===== src/rtl/ps2_mouse_packet_decoder_core_macros.svh =====
// Assertion helpers used by the assertions in the core file.
// Each macro expects a clock named clk and a reset named rst in scope.
`ifndef PS2_MOUSE_PACKET_DECODER_CORE_MACROS_SVH
`define PS2_MOUSE_PACKET_DECODER_CORE_MACROS_SVH

// Same-cycle implication, disabled while in reset
`define PS2MD_ASSERT_SAME(label, ante, cons, msg) \
  label: assert property (@(posedge clk) disable iff (rst) (ante) |-> (cons)) \
    else $error(msg);

// Next-cycle implication, disabled while in reset
`define PS2MD_ASSERT_NEXT(label, ante, cons, msg) \
  label: assert property (@(posedge clk) disable iff (rst) (ante) |=> (cons)) \
    else $error(msg);

`endif


===== src/rtl/ps2md_pkg.sv =====
`timescale 1ns / 1ps
`default_nettype none

package ps2md_pkg;

  // Byte positions within a packet
  localparam logic [1:0] POS_HEADER = 2'd0;
  localparam logic [1:0] POS_X      = 2'd1;
  localparam logic [1:0] POS_Y      = 2'd2;
  localparam logic [1:0] POS_EXTRA  = 2'd3;

  // Packet kind reported for an ordinary movement packet
  localparam logic [4:0] KIND_STANDARD = 5'd16;
  // Extended type that carries a wheel delta
  localparam logic [3:0] EXT_TYPE_WHEEL = 4'd1;

  // Extended-packet signature: header bits that must be set
  localparam logic [7:0] SIG_HEADER_MASK = 8'h48;
  // Extended-packet signature: low two bits of the X byte
  localparam logic [1:0] SIG_X_LOW = 2'b10;

  // One framed packet as handed from the framer to the decoder
  typedef struct packed {
    logic [7:0] header;
    logic [7:0] x;
    logic [7:0] y;
  } packet_t;

  // One decoded result word
  typedef struct packed {
    logic [4:0]         packet_kind;
    logic signed [3:0]  wheel_delta;
    logic signed [8:0]  delta_x;
    logic signed [8:0]  delta_y;
    logic [2:0]         button_bits;
    logic [2:0]         error_bits;
    logic signed [8:0]  x_minimum;
    logic [7:0]         x_maximum;
    logic signed [8:0]  y_minimum;
    logic [7:0]         y_maximum;
    logic signed [31:0] x_total;
    logic signed [31:0] y_total;
  } result_t;

endpackage

`default_nettype wire


===== src/rtl/ps2md_framer.sv =====
`timescale 1ns / 1ps
`default_nettype none

module ps2md_framer (
  input  wire logic              clk,
  input  wire logic              rst,
  input  wire logic              four_byte_packets,
  input  wire logic              byte_valid,
  output logic                   byte_ready,
  input  wire logic [7:0]        data_byte,
  output logic                   pkt_valid,
  input  wire logic              pkt_ready,
  output ps2md_pkg::packet_t     pkt
);

  logic [1:0] byte_position;
  logic [1:0] byte_position_next;
  logic [7:0] header_byte;
  logic [7:0] x_byte;
  logic [7:0] y_byte;
  logic       accept;
  logic       last;

  // Take a byte whenever the packet register is free or draining
  assign byte_ready = !pkt_valid || pkt_ready;
  assign accept     = byte_valid && byte_ready;

  // Advance the position and spot the closing byte
  always_comb begin
    byte_position_next = byte_position;
    last               = 1'b0;
    case (byte_position)
      ps2md_pkg::POS_HEADER: byte_position_next = ps2md_pkg::POS_X;
      ps2md_pkg::POS_X:      byte_position_next = ps2md_pkg::POS_Y;
      ps2md_pkg::POS_Y: begin
        if (four_byte_packets) begin
          byte_position_next = ps2md_pkg::POS_EXTRA;
        end else begin
          byte_position_next = ps2md_pkg::POS_HEADER;
          last               = 1'b1;
        end
      end
      default: begin
        byte_position_next = ps2md_pkg::POS_HEADER;
        last               = 1'b1;
      end
    endcase
  end

  // Track position and packet-register occupancy
  always_ff @(posedge clk) begin
    if (rst) begin
      byte_position <= ps2md_pkg::POS_HEADER;
      pkt_valid     <= 1'b0;
    end else begin
      if (accept) begin
        byte_position <= byte_position_next;
      end
      if (accept && last) begin
        pkt_valid <= 1'b1;
      end else if (pkt_ready) begin
        pkt_valid <= 1'b0;
      end
    end
  end

  // Hold the packet bytes; the fourth byte is dropped
  always_ff @(posedge clk) begin
    if (accept) begin
      case (byte_position)
        ps2md_pkg::POS_HEADER: header_byte <= data_byte;
        ps2md_pkg::POS_X:      x_byte      <= data_byte;
        ps2md_pkg::POS_Y:      y_byte      <= data_byte;
        default: ;
      endcase
      if (last) begin
        pkt.header <= header_byte;
        pkt.x      <= x_byte;
        pkt.y      <= (byte_position == ps2md_pkg::POS_Y) ? data_byte : y_byte;
      end
    end
  end

endmodule

`default_nettype wire


===== src/rtl/ps2md_decode.sv =====
`timescale 1ns / 1ps
`default_nettype none

module ps2md_decode (
  input  wire logic                clk,
  input  wire logic                rst,
  input  wire logic                pkt_valid,
  output logic                     pkt_ready,
  input  wire ps2md_pkg::packet_t  pkt,
  output logic                     res_valid,
  input  wire logic                res_ready,
  output ps2md_pkg::result_t       res
);

  logic signed [8:0]  min_x;
  logic signed [8:0]  max_x;
  logic signed [8:0]  min_y;
  logic signed [8:0]  max_y;
  logic signed [31:0] sum_x;
  logic signed [31:0] sum_y;

  logic signed [8:0]  min_x_next;
  logic signed [8:0]  max_x_next;
  logic signed [8:0]  min_y_next;
  logic signed [8:0]  max_y_next;
  logic signed [31:0] sum_x_next;
  logic signed [31:0] sum_y_next;

  logic signed [8:0]  dx;
  logic signed [8:0]  dy;
  logic               ext;
  logic [3:0]         ext_type;
  logic               load;

  // Add a 9-bit delta to a total, sticking at the 32-bit range limits
  function automatic logic signed [31:0] sat_add(input logic signed [31:0] acc,
                                                 input logic signed [8:0]  d);
    logic signed [32:0] s;
    s = {acc[31], acc} + {{24{d[8]}}, d};
    if (s[32] != s[31]) begin
      sat_add = s[32] ? 32'sh8000_0000 : 32'sh7fff_ffff;
    end else begin
      sat_add = s[31:0];
    end
  endfunction

  // Load the result register when it is empty or being drained
  assign pkt_ready = !res_valid || res_ready;
  assign load      = pkt_valid && pkt_ready;

  // Sign-extend the deltas with the header sign bits
  assign dx = {pkt.header[4], pkt.x};
  assign dy = {pkt.header[5], pkt.y};

  // Extended-packet signature test
  assign ext = ((pkt.header & ps2md_pkg::SIG_HEADER_MASK) == ps2md_pkg::SIG_HEADER_MASK)
            && (pkt.x[1:0] == ps2md_pkg::SIG_X_LOW)
            && (pkt.x[7] == pkt.x[6])
            && (pkt.x[7] != pkt.header[4])
            && (pkt.x[3:2] == pkt.y[1:0]);
  assign ext_type = {pkt.header[5:4], pkt.x[5:4]};

  // Update running extremes and totals
  always_comb begin
    min_x_next = (dx < min_x) ? dx : min_x;
    max_x_next = (dx > max_x) ? dx : max_x;
    min_y_next = (dy < min_y) ? dy : min_y;
    max_y_next = (dy > max_y) ? dy : max_y;
    sum_x_next = sat_add(sum_x, dx);
    sum_y_next = sat_add(sum_y, dy);
  end

  // Statistics and output valid
  always_ff @(posedge clk) begin
    if (rst) begin
      min_x     <= '0;
      max_x     <= '0;
      min_y     <= '0;
      max_y     <= '0;
      sum_x     <= '0;
      sum_y     <= '0;
      res_valid <= 1'b0;
    end else begin
      if (load) begin
        min_x <= min_x_next;
        max_x <= max_x_next;
        min_y <= min_y_next;
        max_y <= max_y_next;
        sum_x <= sum_x_next;
        sum_y <= sum_y_next;
      end
      if (load) begin
        res_valid <= 1'b1;
      end else if (res_ready) begin
        res_valid <= 1'b0;
      end
    end
  end

  // Result word
  always_ff @(posedge clk) begin
    if (load) begin
      res.delta_x   <= dx;
      res.delta_y   <= dy;
      res.x_minimum <= min_x_next;
      res.x_maximum <= max_x_next[7:0];
      res.y_minimum <= min_y_next;
      res.y_maximum <= max_y_next[7:0];
      res.x_total   <= sum_x_next;
      res.y_total   <= sum_y_next;
      if (ext) begin
        res.packet_kind <= {1'b0, ext_type};
        res.wheel_delta <= (ext_type == ps2md_pkg::EXT_TYPE_WHEEL) ? pkt.y[3:0] : 4'sd0;
        res.button_bits <= 3'd0;
        res.error_bits  <= 3'd0;
      end else begin
        res.packet_kind <= ps2md_pkg::KIND_STANDARD;
        res.wheel_delta <= 4'sd0;
        res.button_bits <= pkt.header[2:0];
        res.error_bits  <= {!pkt.header[3], pkt.header[7], pkt.header[6]};
      end
    end
  end

endmodule

`default_nettype wire


===== src/rtl/ps2_mouse_packet_decoder_core.sv =====
// A result word is valid on the master side once it has passed the packet
// register, which loads on the edge that accepts the closing byte of a packet,
// and then the result register, which loads when it is empty or being drained.
// Throughput: one byte per cycle; stalls only when both registers are full and held.
// Reset (rst, synchronous, active high): clears the byte position, the running
// statistics, both valid flags, and selects three-byte framing.
`timescale 1ns / 1ps
`default_nettype none

`include "ps2_mouse_packet_decoder_core_macros.svh"

module ps2_mouse_packet_decoder_core (
  input  wire logic         clk,
  input  wire logic         rst,
  input  wire logic         cfg_wr_en,
  input  wire logic         cfg_wr_data,   // four_byte_packets
  input  wire logic         s_axis_tvalid,
  output logic              s_axis_tready,
  input  wire logic [7:0]   s_axis_tdata,  // [7:0] data_byte
  output logic              m_axis_tvalid,
  input  wire logic         m_axis_tready,
  // [3:0] wheel_delta, [12:4] delta_x, [21:13] delta_y, [24:22] button_bits,
  // [27:25] error_bits, [36:28] x_minimum, [44:37] x_maximum,
  // [53:45] y_minimum, [61:54] y_maximum, [93:62] x_total,
  // [125:94] y_total, [127:126] zero
  output logic [127:0]      m_axis_tdata,
  output logic [4:0]        m_axis_tuser   // [4:0] packet_kind
);

  logic                four_byte_packets;
  logic                pkt_valid;
  logic                pkt_ready;
  ps2md_pkg::packet_t  pkt;
  ps2md_pkg::result_t  res;

  // Configuration register
  always_ff @(posedge clk) begin
    if (rst) begin
      four_byte_packets <= 1'b0;
    end else if (cfg_wr_en) begin
      four_byte_packets <= cfg_wr_data;
    end
  end

  ps2md_framer u_framer (
    .clk               (clk),
    .rst               (rst),
    .four_byte_packets (four_byte_packets),
    .byte_valid        (s_axis_tvalid),
    .byte_ready        (s_axis_tready),
    .data_byte         (s_axis_tdata),
    .pkt_valid         (pkt_valid),
    .pkt_ready         (pkt_ready),
    .pkt               (pkt)
  );

  ps2md_decode u_decode (
    .clk       (clk),
    .rst       (rst),
    .pkt_valid (pkt_valid),
    .pkt_ready (pkt_ready),
    .pkt       (pkt),
    .res_valid (m_axis_tvalid),
    .res_ready (m_axis_tready),
    .res       (res)
  );

  // Pack the result word
  assign m_axis_tdata = {2'b00, res.y_total, res.x_total, res.y_maximum, res.y_minimum,
                         res.x_maximum, res.x_minimum, res.error_bits, res.button_bits,
                         res.delta_y, res.delta_x, res.wheel_delta};
  assign m_axis_tuser = res.packet_kind;

  // Input stalls only when the result register is full and held
  `PS2MD_ASSERT_SAME(a_stall_cause, !s_axis_tready, m_axis_tvalid && !m_axis_tready, "bad stall")
  // Running minima never rise above zero
  `PS2MD_ASSERT_SAME(a_min_x_sign, m_axis_tvalid, res.x_minimum <= 9'sd0, "x minimum above zero")
  `PS2MD_ASSERT_SAME(a_min_y_sign, m_axis_tvalid, res.y_minimum <= 9'sd0, "y minimum above zero")
  // A packet offered while the result register is empty or draining is loaded in the next cycle
  `PS2MD_ASSERT_NEXT(a_pkt_moves, pkt_valid && pkt_ready, m_axis_tvalid, "packet not loaded")

endmodule

`default_nettype wire

===== config.mk =====
export PLATFORM = sky130hd
export DESIGN_NAME = ps2_mouse_packet_decoder_core
export DESIGN_NICKNAME = d
export VERILOG_FILES = /design/src/rtl/ps2md_pkg.sv /design/src/rtl/ps2md_framer.sv /design/src/rtl/ps2md_decode.sv /design/src/rtl/ps2_mouse_packet_decoder_core.sv
export VERILOG_INCLUDE_DIRS = /design/src /design/src/rtl
export SDC_FILE = /design/constraint.sdc
export NUM_CORES = 1
export LEC_CHECK = 0
export BUFFER_PORTS_ARGS = -buffer_cell sky130_fd_sc_hd__buf_2
export CORE_ASPECT_RATIO = 0.7
export CORE_UTILIZATION = 55
export CTS_CLUSTER_DIAMETER = 40
export DETAILED_ROUTE_END_ITERATION = 10
export PLACE_DENSITY = 0.75
export SYNTH_ARGS = -nofsm -noshare
export SYNTH_HDL_FRONTEND = slang
export SYNTH_SLANG_ARGS = --single-unit

===== constraint.sdc =====
create_clock -name clk -period 8 [get_ports clk]
set_input_delay 1.6 -clock clk [delete_from_list [all_inputs] [get_ports clk]]
set_output_delay 1.6 -clock clk [all_outputs]
set_load 0.1 [all_outputs]

==> run_summary.xml, run 1 <==
<?xml version="1.0" encoding="UTF-8"?>
<metrics>
  <group name="yosys">
    <metric name="post_synth_inst_count" unit="">1447</metric>
    <metric name="synth-edff-count" unit="">179</metric>
    <metric name="synth_seq_area_share" unit="%">50.3</metric>
    <metric name="synthesis.yosys.warnings" unit="">0</metric>
    <metric name="post_synth.cell_area_avg" unit="um2">10.3</metric>
    <metric name="netlist_area" unit="um2">14900</metric>
    <metric name="synth_seq_cells" unit="">284</metric>
    <metric name="synth_cell_types" unit="">76</metric>
    <metric name="synth-main-ff-cell" unit="">sky130_fd_sc_hd__edfxtp_1</metric>
    <metric name="ys_async_rst_share" unit="%">0</metric>
  </group>
  <group name="floorplanning">
    <metric name="num_io_pins" unit="">149</metric>
    <metric name="start_util" unit="%">56.9</metric>
    <metric name="rows" unit="">49</metric>
    <metric name="die_width" unit="um">198</metric>
    <metric name="die-height" unit="um">140</metric>
    <metric name="overall_die_area" unit="um2">27700</metric>
    <metric name="core_area" unit="um2">26100</metric>
  </group>
  <group name="placement">
    <metric name="post-dp-hpwl" unit="um">23800</metric>
    <metric name="buffer_ports.inserted" unit="">146</metric>
    <metric name="gp_routability_congestion" unit="">0.920</metric>
    <metric name="placed_cells_incl_taps" unit="">1892</metric>
    <metric name="dp_slack" unit="ns">3.44</metric>
  </group>
  <group name="critical_path">
    <metric name="critical_path_buf_inv_count" unit="">2</metric>
    <metric name="cp_slowest_stage_delay" unit="ns">0.76</metric>
    <metric name="cp_max_fo" unit="">30</metric>
    <metric name="timing.critical_path.depth" unit="">12</metric>
    <metric name="crit_path_top_delay_cell" unit="">sky130_fd_sc_hd__a211oi_4</metric>
    <metric name="worstPathCellList" unit="">buf_4, ha_1, a21o_1, a21o_1, a221oi_2, o21ai_1, a21bo_2, a21oi_4, nor4_2, a211oi_4, buf_4, a221oi_1</metric>
    <metric name="worst-endpoint-arrival" unit="ns">4.60</metric>
    <metric name="timing.setup.critical_path_class" unit="">reg2reg</metric>
    <metric name="worstPathRequired" unit="ns">8.36</metric>
    <metric name="worst_path_dominant_cell_family" unit="">compound AO/OA/AOI/OAI gates</metric>
    <metric name="critical_path_startpoint_category" unit="">flip-flop</metric>
    <metric name="timing.critical_path.to_type" unit="">flip-flop</metric>
    <metric name="worst_r2r_path_depth" unit="">12</metric>
  </group>
  <group name="power_and_ir_drop">
    <metric name="p_leak" unit="uW">0.00673</metric>
    <metric name="pwr_density_cell" unit="nW/um2">195</metric>
    <metric name="power.ir.vdd_worst" unit="mV">0.139</metric>
    <metric name="total_power" unit="uW">3300</metric>
  </group>
  <group name="route">
    <metric name="via_per_inst" unit="">5.81</metric>
    <metric name="dr.pass1.iters" unit="">6</metric>
    <metric name="drc_errors" unit="">0</metric>
    <metric name="via_count" unit="">11400</metric>
    <metric name="antenna_violating_nets_post_route" unit="">0</metric>
    <metric name="wirelength" unit="um">34700</metric>
    <metric name="wire_per_inst" unit="um">17.8</metric>
    <metric name="first_iter_violations" unit="">823</metric>
  </group>
  <group name="final_layout">
    <metric name="nFillCells" unit="">2106</metric>
    <metric name="drive_gt1_share" unit="%">17.2</metric>
    <metric name="layout.cells.most_common_list" unit="">sky130_fd_sc_hd__edfxtp_1 (179), sky130_fd_sc_hd__nand2_1 (168), sky130_fd_sc_hd__buf_2 (145), sky130_fd_sc_hd__nor2_1 (143), sky130_fd_sc_hd__a21oi_1 (123)</metric>
    <metric name="final_nets" unit="">1685</metric>
    <metric name="final_common_cell" unit="">sky130_fd_sc_hd__edfxtp_1</metric>
    <metric name="post_layout_nonfiller_instances" unit="">1954</metric>
    <metric name="area.growth.synth_to_final" unit="%">13.9</metric>
    <metric name="insertedDiodeCount" unit="">0</metric>
    <metric name="finalCoreUtilization" unit="%">64.8</metric>
  </group>
  <group name="clocking">
    <metric name="cts_inserted_buffers" unit="">34</metric>
    <metric name="cts-hold-fix-buffers" unit="">0</metric>
    <metric name="cts_tree" unit="">built</metric>
    <metric name="clockRootBuffer" unit="">sky130_fd_sc_hd__clkbuf_16</metric>
    <metric name="cts-htree-levels" unit="">2</metric>
    <metric name="post-cts-setup-buffers" unit="">0</metric>
    <metric name="number_of_sinks_driven_by_the_clock_tree" unit="">284</metric>
    <metric name="ctsLongestPathBuffers" unit="">3</metric>
    <metric name="ctsResizeCount" unit="">0</metric>
    <metric name="clock_slew_at_reported_path_ffs" unit="ns">0.06</metric>
    <metric name="insertion_delay" unit="ns">0.53</metric>
  </group>
  <group name="min_path">
    <metric name="hold_class" unit="">reg2reg</metric>
    <metric name="hold-path-cell-count" unit="">0</metric>
  </group>
  <group name="job">
    <metric name="drv.max_cap_violation_count" unit="">0</metric>
  </group>
  <group name="timing">
    <metric name="setup_viol" unit="">0</metric>
    <metric name="timing.clock.skew" unit="ns">0.0144</metric>
    <metric name="worst-slew-pin-transition" unit="ns">1.23</metric>
    <metric name="final_max_slew_viol_count" unit="">0</metric>
    <metric name="rsz_0062_raised_after_global_routing" unit="">false</metric>
    <metric name="timing.final.ws_setup" unit="ns">3.76</metric>
    <metric name="final-hold-violation-count" unit="">0</metric>
    <metric name="maxClockFrequency" unit="MHz">236</metric>
    <metric name="slew_headroom" unit="%">17.7</metric>
    <metric name="fin_tns_setup" unit="ns">0</metric>
    <metric name="time_the_worst_path_needs_with_i_o_delays_and_setup" unit="ns">4.24</metric>
    <metric name="timing.final.crit_share" unit="%">53.0</metric>
  </group>
  <group name="global_route">
    <metric name="grt_pass1_vias" unit="">10400</metric>
    <metric name="grt_max_degree" unit="">154</metric>
    <metric name="gr-total-overflow" unit="">0</metric>
    <metric name="grt_usage" unit="%">25.0</metric>
    <metric name="grt_first_pass_wirelength" unit="um">55000</metric>
    <metric name="antenna_found_initial" unit="">0</metric>
  </group>
  <group name="outcome">
    <metric name="result_of_the_run" unit="">finished clean</metric>
  </group>
</metrics>
==> synthesized netlist by cell type (2+ instances only) <==
cell type	count	area, um2
sky130_fd_sc_hd__a211oi_1	9	67.6
sky130_fd_sc_hd__a211oi_2	22	275
sky130_fd_sc_hd__a21o_1	22	165
sky130_fd_sc_hd__a21oi_1	124	621
sky130_fd_sc_hd__a22oi_1	3	22.5
sky130_fd_sc_hd__a311oi_1	29	254
sky130_fd_sc_hd__a31oi_1	10	62.6
sky130_fd_sc_hd__a41oi_1	2	17.5
sky130_fd_sc_hd__and2_1	11	68.8
sky130_fd_sc_hd__and3_1	9	56.3
sky130_fd_sc_hd__and4_1	2	17.5
sky130_fd_sc_hd__buf_1	3	11.3
sky130_fd_sc_hd__buf_2	12	60.1
sky130_fd_sc_hd__buf_4	8	60.1
sky130_fd_sc_hd__buf_6	3	33.8
sky130_fd_sc_hd__clkbuf_1	43	161
sky130_fd_sc_hd__dfxtp_1	105	2100
sky130_fd_sc_hd__edfxtp_1	179	5380
sky130_fd_sc_hd__fa_1	2	40.0
sky130_fd_sc_hd__ha_1	98	1230
sky130_fd_sc_hd__inv_1	65	244
sky130_fd_sc_hd__mux2_2	24	270
sky130_fd_sc_hd__mux2i_1	24	240
sky130_fd_sc_hd__nand2_1	168	631
sky130_fd_sc_hd__nand2b_1	13	81.3
sky130_fd_sc_hd__nand3_1	20	100
sky130_fd_sc_hd__nand3b_1	3	22.5
sky130_fd_sc_hd__nand4_1	17	106
sky130_fd_sc_hd__nor2_1	143	537
sky130_fd_sc_hd__nor2b_1	14	87.6
sky130_fd_sc_hd__nor3_1	28	140
sky130_fd_sc_hd__o2111ai_1	2	17.5
sky130_fd_sc_hd__o211ai_1	13	97.6
sky130_fd_sc_hd__o21a_1	16	120
sky130_fd_sc_hd__o21ai_0	79	395
sky130_fd_sc_hd__o21ai_1	4	20.0
sky130_fd_sc_hd__o21bai_1	11	82.6
sky130_fd_sc_hd__o221ai_1	4	35.0
sky130_fd_sc_hd__o22ai_1	2	12.5
sky130_fd_sc_hd__o31ai_1	6	45.0
sky130_fd_sc_hd__or3_1	6	37.5
sky130_fd_sc_hd__xnor2_1	32	280
sky130_fd_sc_hd__xor2_1	24	210
==> per-layer routing <==
metal  track usage (%)  share of wire, %  vias to the layer above
li1                  -                 -                     5523
met1              38.3                49                     5432
met2              36.1                42                      354
met3              4.73               6.4                       51
met4              6.80               1.9                        0
met5                 0                 0                        -
==> flip-flops by register name, summed over array words and instances (netlist names) <==
name	flops
u_decode.res	131
u_decode.sum_x	32
u_decode.sum_y	32
u_framer.pkt	24
u_decode.max_x	9
u_decode.max_y	9
u_decode.min_x	9
u_decode.min_y	9
u_framer.header_byte	8
u_framer.x_byte	8
u_framer.y_byte	8
u_framer.byte_position	2
four_byte_packets	1
u_decode.res_valid	1
u_framer.pkt_valid	1
==> layout make-up <==
class                      count  area, um2  area share (%)
clock buffer                  44        920            5.44
clock inverter                18        181            1.07
inverter                      65        251            1.49
multi-input combinational   1029       6830            40.3
sequential                   284       7480            44.2
tap                          357        447            2.64
timing repair buffer         157        816            4.82
==> through the flow <==
stage	hold WS, ns	instance area, um2
6_report	0.418	16900
5_1_grt	0.422	16900
4_1_cts	0.420	16900
3_5_place_dp	0.405	15800
3_3_place_gp	0.400	15800
2_1_floorplan	0.400	14900
==> cell families after synthesis <==
family | count (synthesis) | synth area share (%)
and+or+nand+nor | 446 | 13.3
AOI/OAI and AO/OA | 375 | 16.9
DFF | 284 | 50.3
buffers and inverters | 135 | 3.87
adders and majority gates | 100 | 8.52
xor gates and xnor gates | 57 | 3.41
muxes | 49 | 3.59
other | 1 | 0.0252
==> final timing paths <==
check                          startpoint           endpoint  slack, ns
setup reg to reg         u_framer.pkt[21]  u_decode.sum_y[1]       3.76
setup / recovery         u_framer.pkt[21]  u_decode.sum_y[1]       3.76
hold / removal    u_framer.header_byte[1]   u_framer.pkt[17]       0.42
hold reg to reg   u_framer.header_byte[1]   u_framer.pkt[17]       0.42
==> power by group <==
part	total (uW)	leakage [uW]	switching, uW	internal (uW)
sequential	1590	0.00246	12.8	1580
combinational	214	0.00375	154	60.5
clock	1490	0.000522	627	865
total	3300	0.00673	793	2510
Note: power is estimated with default switching activity, not from simulation.
==> run 2: changes to the inputs <==
--- a/config.mk
+++ b/config.mk
@@ -8,10 +8,10 @@
 export LEC_CHECK = 0
 export BUFFER_PORTS_ARGS = -buffer_cell sky130_fd_sc_hd__buf_2
 export CORE_ASPECT_RATIO = 0.7
-export CORE_UTILIZATION = 55
+export CORE_UTILIZATION = 54
 export CTS_CLUSTER_DIAMETER = 40
 export DETAILED_ROUTE_END_ITERATION = 10
-export PLACE_DENSITY = 0.75
+export PLACE_DENSITY = 0.77
 export SYNTH_ARGS = -nofsm -noshare
 export SYNTH_HDL_FRONTEND = slang
 export SYNTH_SLANG_ARGS = --single-unit
==> constraint.sdc (replaced) <==
create_clock -name clk -period 3.89 [get_ports clk]
set_input_delay 0.778 -clock clk [delete_from_list [all_inputs] [get_ports clk]]
set_output_delay 0.778 -clock clk [all_outputs]
set_load 0.1 [all_outputs]
==> run 2 against run 1 <==
  * Maximum frequency rose by 19%
  * Critical path depth unchanged
  * Power up 110%
  * Sequential power grew 110%
  * Hold slack gained 0.00062 ns
  * Core utilization fell by 0.58 points
  * Via count increased by 1.4%
  * Final area increased by 2.1%
  * Global-route usage grew 0.73 points
  * Combinational power up 110%
  * Final cell count up 2.0%
  * Die area rose by 1.8%
==> run_summary.xml, run 2 (same netlist as run 1, synthesis figures left out) <==
<?xml version="1.0" encoding="UTF-8"?>
<metrics>
  <group name="power_and_ir_drop">
    <metric name="total_power" unit="uW">6950</metric>
    <metric name="clock_power_share" unit="%">46.3</metric>
    <metric name="switching_power" unit="uW">1640</metric>
    <metric name="proportion_of_power_drawn_by_flip_flops_and_latches" unit="%">47.1</metric>
    <metric name="power.ir.vdd_worst" unit="mV">0.339</metric>
    <metric name="p_sw_share" unit="%">23.7</metric>
    <metric name="p_int" unit="uW">5300</metric>
    <metric name="p_leak" unit="uW">0.00694</metric>
    <metric name="pwr_density_cell" unit="nW/um2">402</metric>
    <metric name="p_comb_share" unit="%">6.6</metric>
  </group>
  <group name="critical_path">
    <metric name="worstPathCellList" unit="">buf_12, ha_1, a21oi_1, o21ai_0, a21oi_1, o221ai_1, a2bb2oi_1, a21oi_1, a21oi_4, buf_12, o21ai_0, o21a_1</metric>
    <metric name="regToRegSetupSlack" unit="ns">0.32</metric>
    <metric name="crit_path_top_delay_cell" unit="">sky130_fd_sc_hd__edfxtp_1</metric>
    <metric name="critical_path_startpoint_category" unit="">flip-flop</metric>
    <metric name="crit-reg2reg-launch" unit="">u_framer.pkt[20]</metric>
    <metric name="cp_max_fo" unit="">52</metric>
    <metric name="timing.setup.critical_path_class" unit="">reg2reg</metric>
    <metric name="worst_r2r_path_depth" unit="">12</metric>
    <metric name="worstPathRequired" unit="ns">4.31</metric>
    <metric name="cp_slowest_stage_delay" unit="ns">0.41</metric>
    <metric name="worst-endpoint-arrival" unit="ns">3.98</metric>
    <metric name="rr_endpoint" unit="">u_decode.sum_x[10]</metric>
    <metric name="path_common_cell" unit="">sky130_fd_sc_hd__a21oi_1</metric>
    <metric name="timing.critical_path.to_type" unit="">flip-flop</metric>
  </group>
  <group name="final_layout">
    <metric name="nFillCells" unit="">2119</metric>
    <metric name="area.growth.synth_to_final" unit="%">16.2</metric>
    <metric name="finalCoreUtilization" unit="%">64.2</metric>
    <metric name="largest_registers" unit="">u_decode.res: 131 flops, u_decode.sum_x: 32 flops, u_decode.sum_y: 32 flops</metric>
    <metric name="top_register" unit="">u_decode.res</metric>
    <metric name="final_nets" unit="">1717</metric>
    <metric name="largest_register_ff_count" unit="">131</metric>
    <metric name="layout.cells.most_common_list" unit="">sky130_fd_sc_hd__edfxtp_1 (179), sky130_fd_sc_hd__nand2_1 (168), sky130_fd_sc_hd__buf_2 (145), sky130_fd_sc_hd__nor2_1 (143), sky130_fd_sc_hd__a21oi_1 (123)</metric>
    <metric name="drive_gt1_share" unit="%">19.0</metric>
    <metric name="final_common_cell" unit="">sky130_fd_sc_hd__edfxtp_1</metric>
  </group>
  <group name="min_path">
    <metric name="hold_wc_startpoint" unit="">u_framer.x_byte[5]</metric>
    <metric name="hold_class" unit="">reg2reg</metric>
    <metric name="hold-path-cell-count" unit="">0</metric>
    <metric name="hold-path-endpoint" unit="">u_framer.pkt[13]</metric>
  </group>
  <group name="route">
    <metric name="via_per_inst" unit="">5.78</metric>
    <metric name="first_iter_violations" unit="">1024</metric>
    <metric name="antenna_violating_nets_post_route" unit="">0</metric>
    <metric name="drc_errors" unit="">0</metric>
    <metric name="via_count" unit="">11500</metric>
    <metric name="wire_per_inst" unit="um">18.3</metric>
    <metric name="wirelength" unit="um">36500</metric>
    <metric name="dr.pass1.iters" unit="">8</metric>
  </group>
  <group name="timing">
    <metric name="slew_headroom" unit="%">32.1</metric>
    <metric name="final-hold-violation-count" unit="">0</metric>
    <metric name="setup_viol" unit="">0</metric>
    <metric name="fin_tns_setup" unit="ns">0</metric>
    <metric name="worst-slew-pin-transition" unit="ns">1.02</metric>
    <metric name="rsz_0062_raised_after_global_routing" unit="">false</metric>
    <metric name="timing.final.crit_share" unit="%">91.7</metric>
    <metric name="final_max_slew_viol_count" unit="">0</metric>
    <metric name="time_the_worst_path_needs_with_i_o_delays_and_setup" unit="ns">3.57</metric>
    <metric name="timing.clock.skew" unit="ns">0.0114</metric>
    <metric name="maxClockFrequency" unit="MHz">280</metric>
  </group>
  <group name="global_route">
    <metric name="gr-usage-met3" unit="%">4.16</metric>
    <metric name="grt_usage" unit="%">25.8</metric>
    <metric name="grt_max_degree" unit="">78</metric>
    <metric name="grt-busiest-layer" unit="">met2</metric>
    <metric name="antenna_found_initial" unit="">1</metric>
    <metric name="gr-total-overflow" unit="">0</metric>
    <metric name="grt_first_pass_wirelength" unit="um">58200</metric>
    <metric name="met2_usage" unit="%">39.4</metric>
    <metric name="use_met1" unit="%">38.7</metric>
    <metric name="grt_pass1_vias" unit="">10800</metric>
  </group>
  <group name="placement">
    <metric name="buffer_ports.inserted" unit="">146</metric>
    <metric name="gp_routability_congestion" unit="">0.968</metric>
    <metric name="post-dp-hpwl" unit="um">25700</metric>
  </group>
  <group name="floorplanning">
    <metric name="die_width" unit="um">200</metric>
    <metric name="rows" unit="">50</metric>
    <metric name="start_util" unit="%">55.2</metric>
    <metric name="core_area" unit="um2">26900</metric>
    <metric name="overall_die_area" unit="um2">28200</metric>
    <metric name="die-height" unit="um">141</metric>
    <metric name="num_io_pins" unit="">149</metric>
  </group>
  <group name="outcome">
    <metric name="result_of_the_run" unit="">finished clean</metric>
  </group>
  <group name="clocking">
    <metric name="clockRootBuffer" unit="">sky130_fd_sc_hd__clkbuf_16</metric>
    <metric name="number_of_sinks_driven_by_the_clock_tree" unit="">284</metric>
    <metric name="cts-htree-levels" unit="">2</metric>
    <metric name="cts-hold-fix-buffers" unit="">0</metric>
    <metric name="ctsResizeCount" unit="">0</metric>
    <metric name="ctsLongestPathBuffers" unit="">3</metric>
    <metric name="cts_inserted_buffers" unit="">34</metric>
    <metric name="clock_slew_at_reported_path_ffs" unit="ns">0.06</metric>
    <metric name="insertion_delay" unit="ns">0.52</metric>
    <metric name="cts_tree" unit="">built</metric>
    <metric name="post-cts-setup-buffers" unit="">0</metric>
  </group>
  <group name="job">
    <metric name="drv.max_cap_violation_count" unit="">0</metric>
  </group>
</metrics>
## run 2: final cells by class
| type | instances | area, um2 | area share [%] |
|---|---|---|---|
| tap | 364 | 455 | 2.64 |
| timing repair buffer | 189 | 1090 | 6.33 |
| clock inverter | 17 | 161 | 0.935 |
| sequential | 284 | 7480 | 43.3 |
| multi-input combinational | 1029 | 6820 | 39.5 |
| inverter | 65 | 251 | 1.46 |
| antenna | 1 | 2.50 | 0.0145 |
| clock buffer | 45 | 1010 | 5.83 |
## run 2: metrics by stage
stage | setup WS (ns) | hold WS [ns] | cell area, um2 | cells
2_1_floorplan | 0.199 | 0.400 | 14900 | 1448
3_3_place_gp | 0.453 | 0.402 | 16100 | 1931
3_5_place_dp | 0.404 | 0.405 | 16100 | 1931
4_1_cts | 0.384 | 0.419 | 17300 | 1993
5_1_grt | 0.121 | 0.423 | 17300 | 1993
6_report | 0.324 | 0.419 | 17300 | 1994
## run 2: worst max path at each step
stage,startpoint,end,slack [ns],depth (start not counted)
2_1_floorplan,m_axis_tready,u_decode.res[0],0.20,5
3_3_place_gp,u_framer.pkt[21],u_decode.sum_y[28],0.45,10
3_5_place_dp,u_framer.pkt[20],u_decode.sum_x[10],0.40,12
4_1_cts,u_framer.pkt[21],u_decode.sum_y[28],0.38,10
5_1_grt,u_framer.pkt[1],u_decode.sum_y[1],0.12,12
6_report,u_framer.pkt[20],u_decode.sum_x[10],0.32,12
## run 2: per-layer routing
metal	vias to the layer above	share of wire, %
li1	5578	-
met1	5503	48
met2	395	44
met3	44	6.7
met4	0	1.2
met5	-	0
## run 2: power by group through the flow
stage | combinational [uW] | sequential [uW] | clock, uW
global route | 497 | 3270 | 3370
CTS | 455 | 3270 | 3260
finish | 458 | 3270 | 3220
detailed placement | 452 | 3340 | 0
floorplan | 262 | 3410 | 0
global placement | 443 | 3330 | 0
## run 2: critical path, delay by kind of cell (launching register included)
kind / cells / cell delay (ns)
compound gates: 9 / 2.15
fa+ha+maj: 1 / 0.40
buf+inv: 2 / 0.45
flops: 1 / 0.41
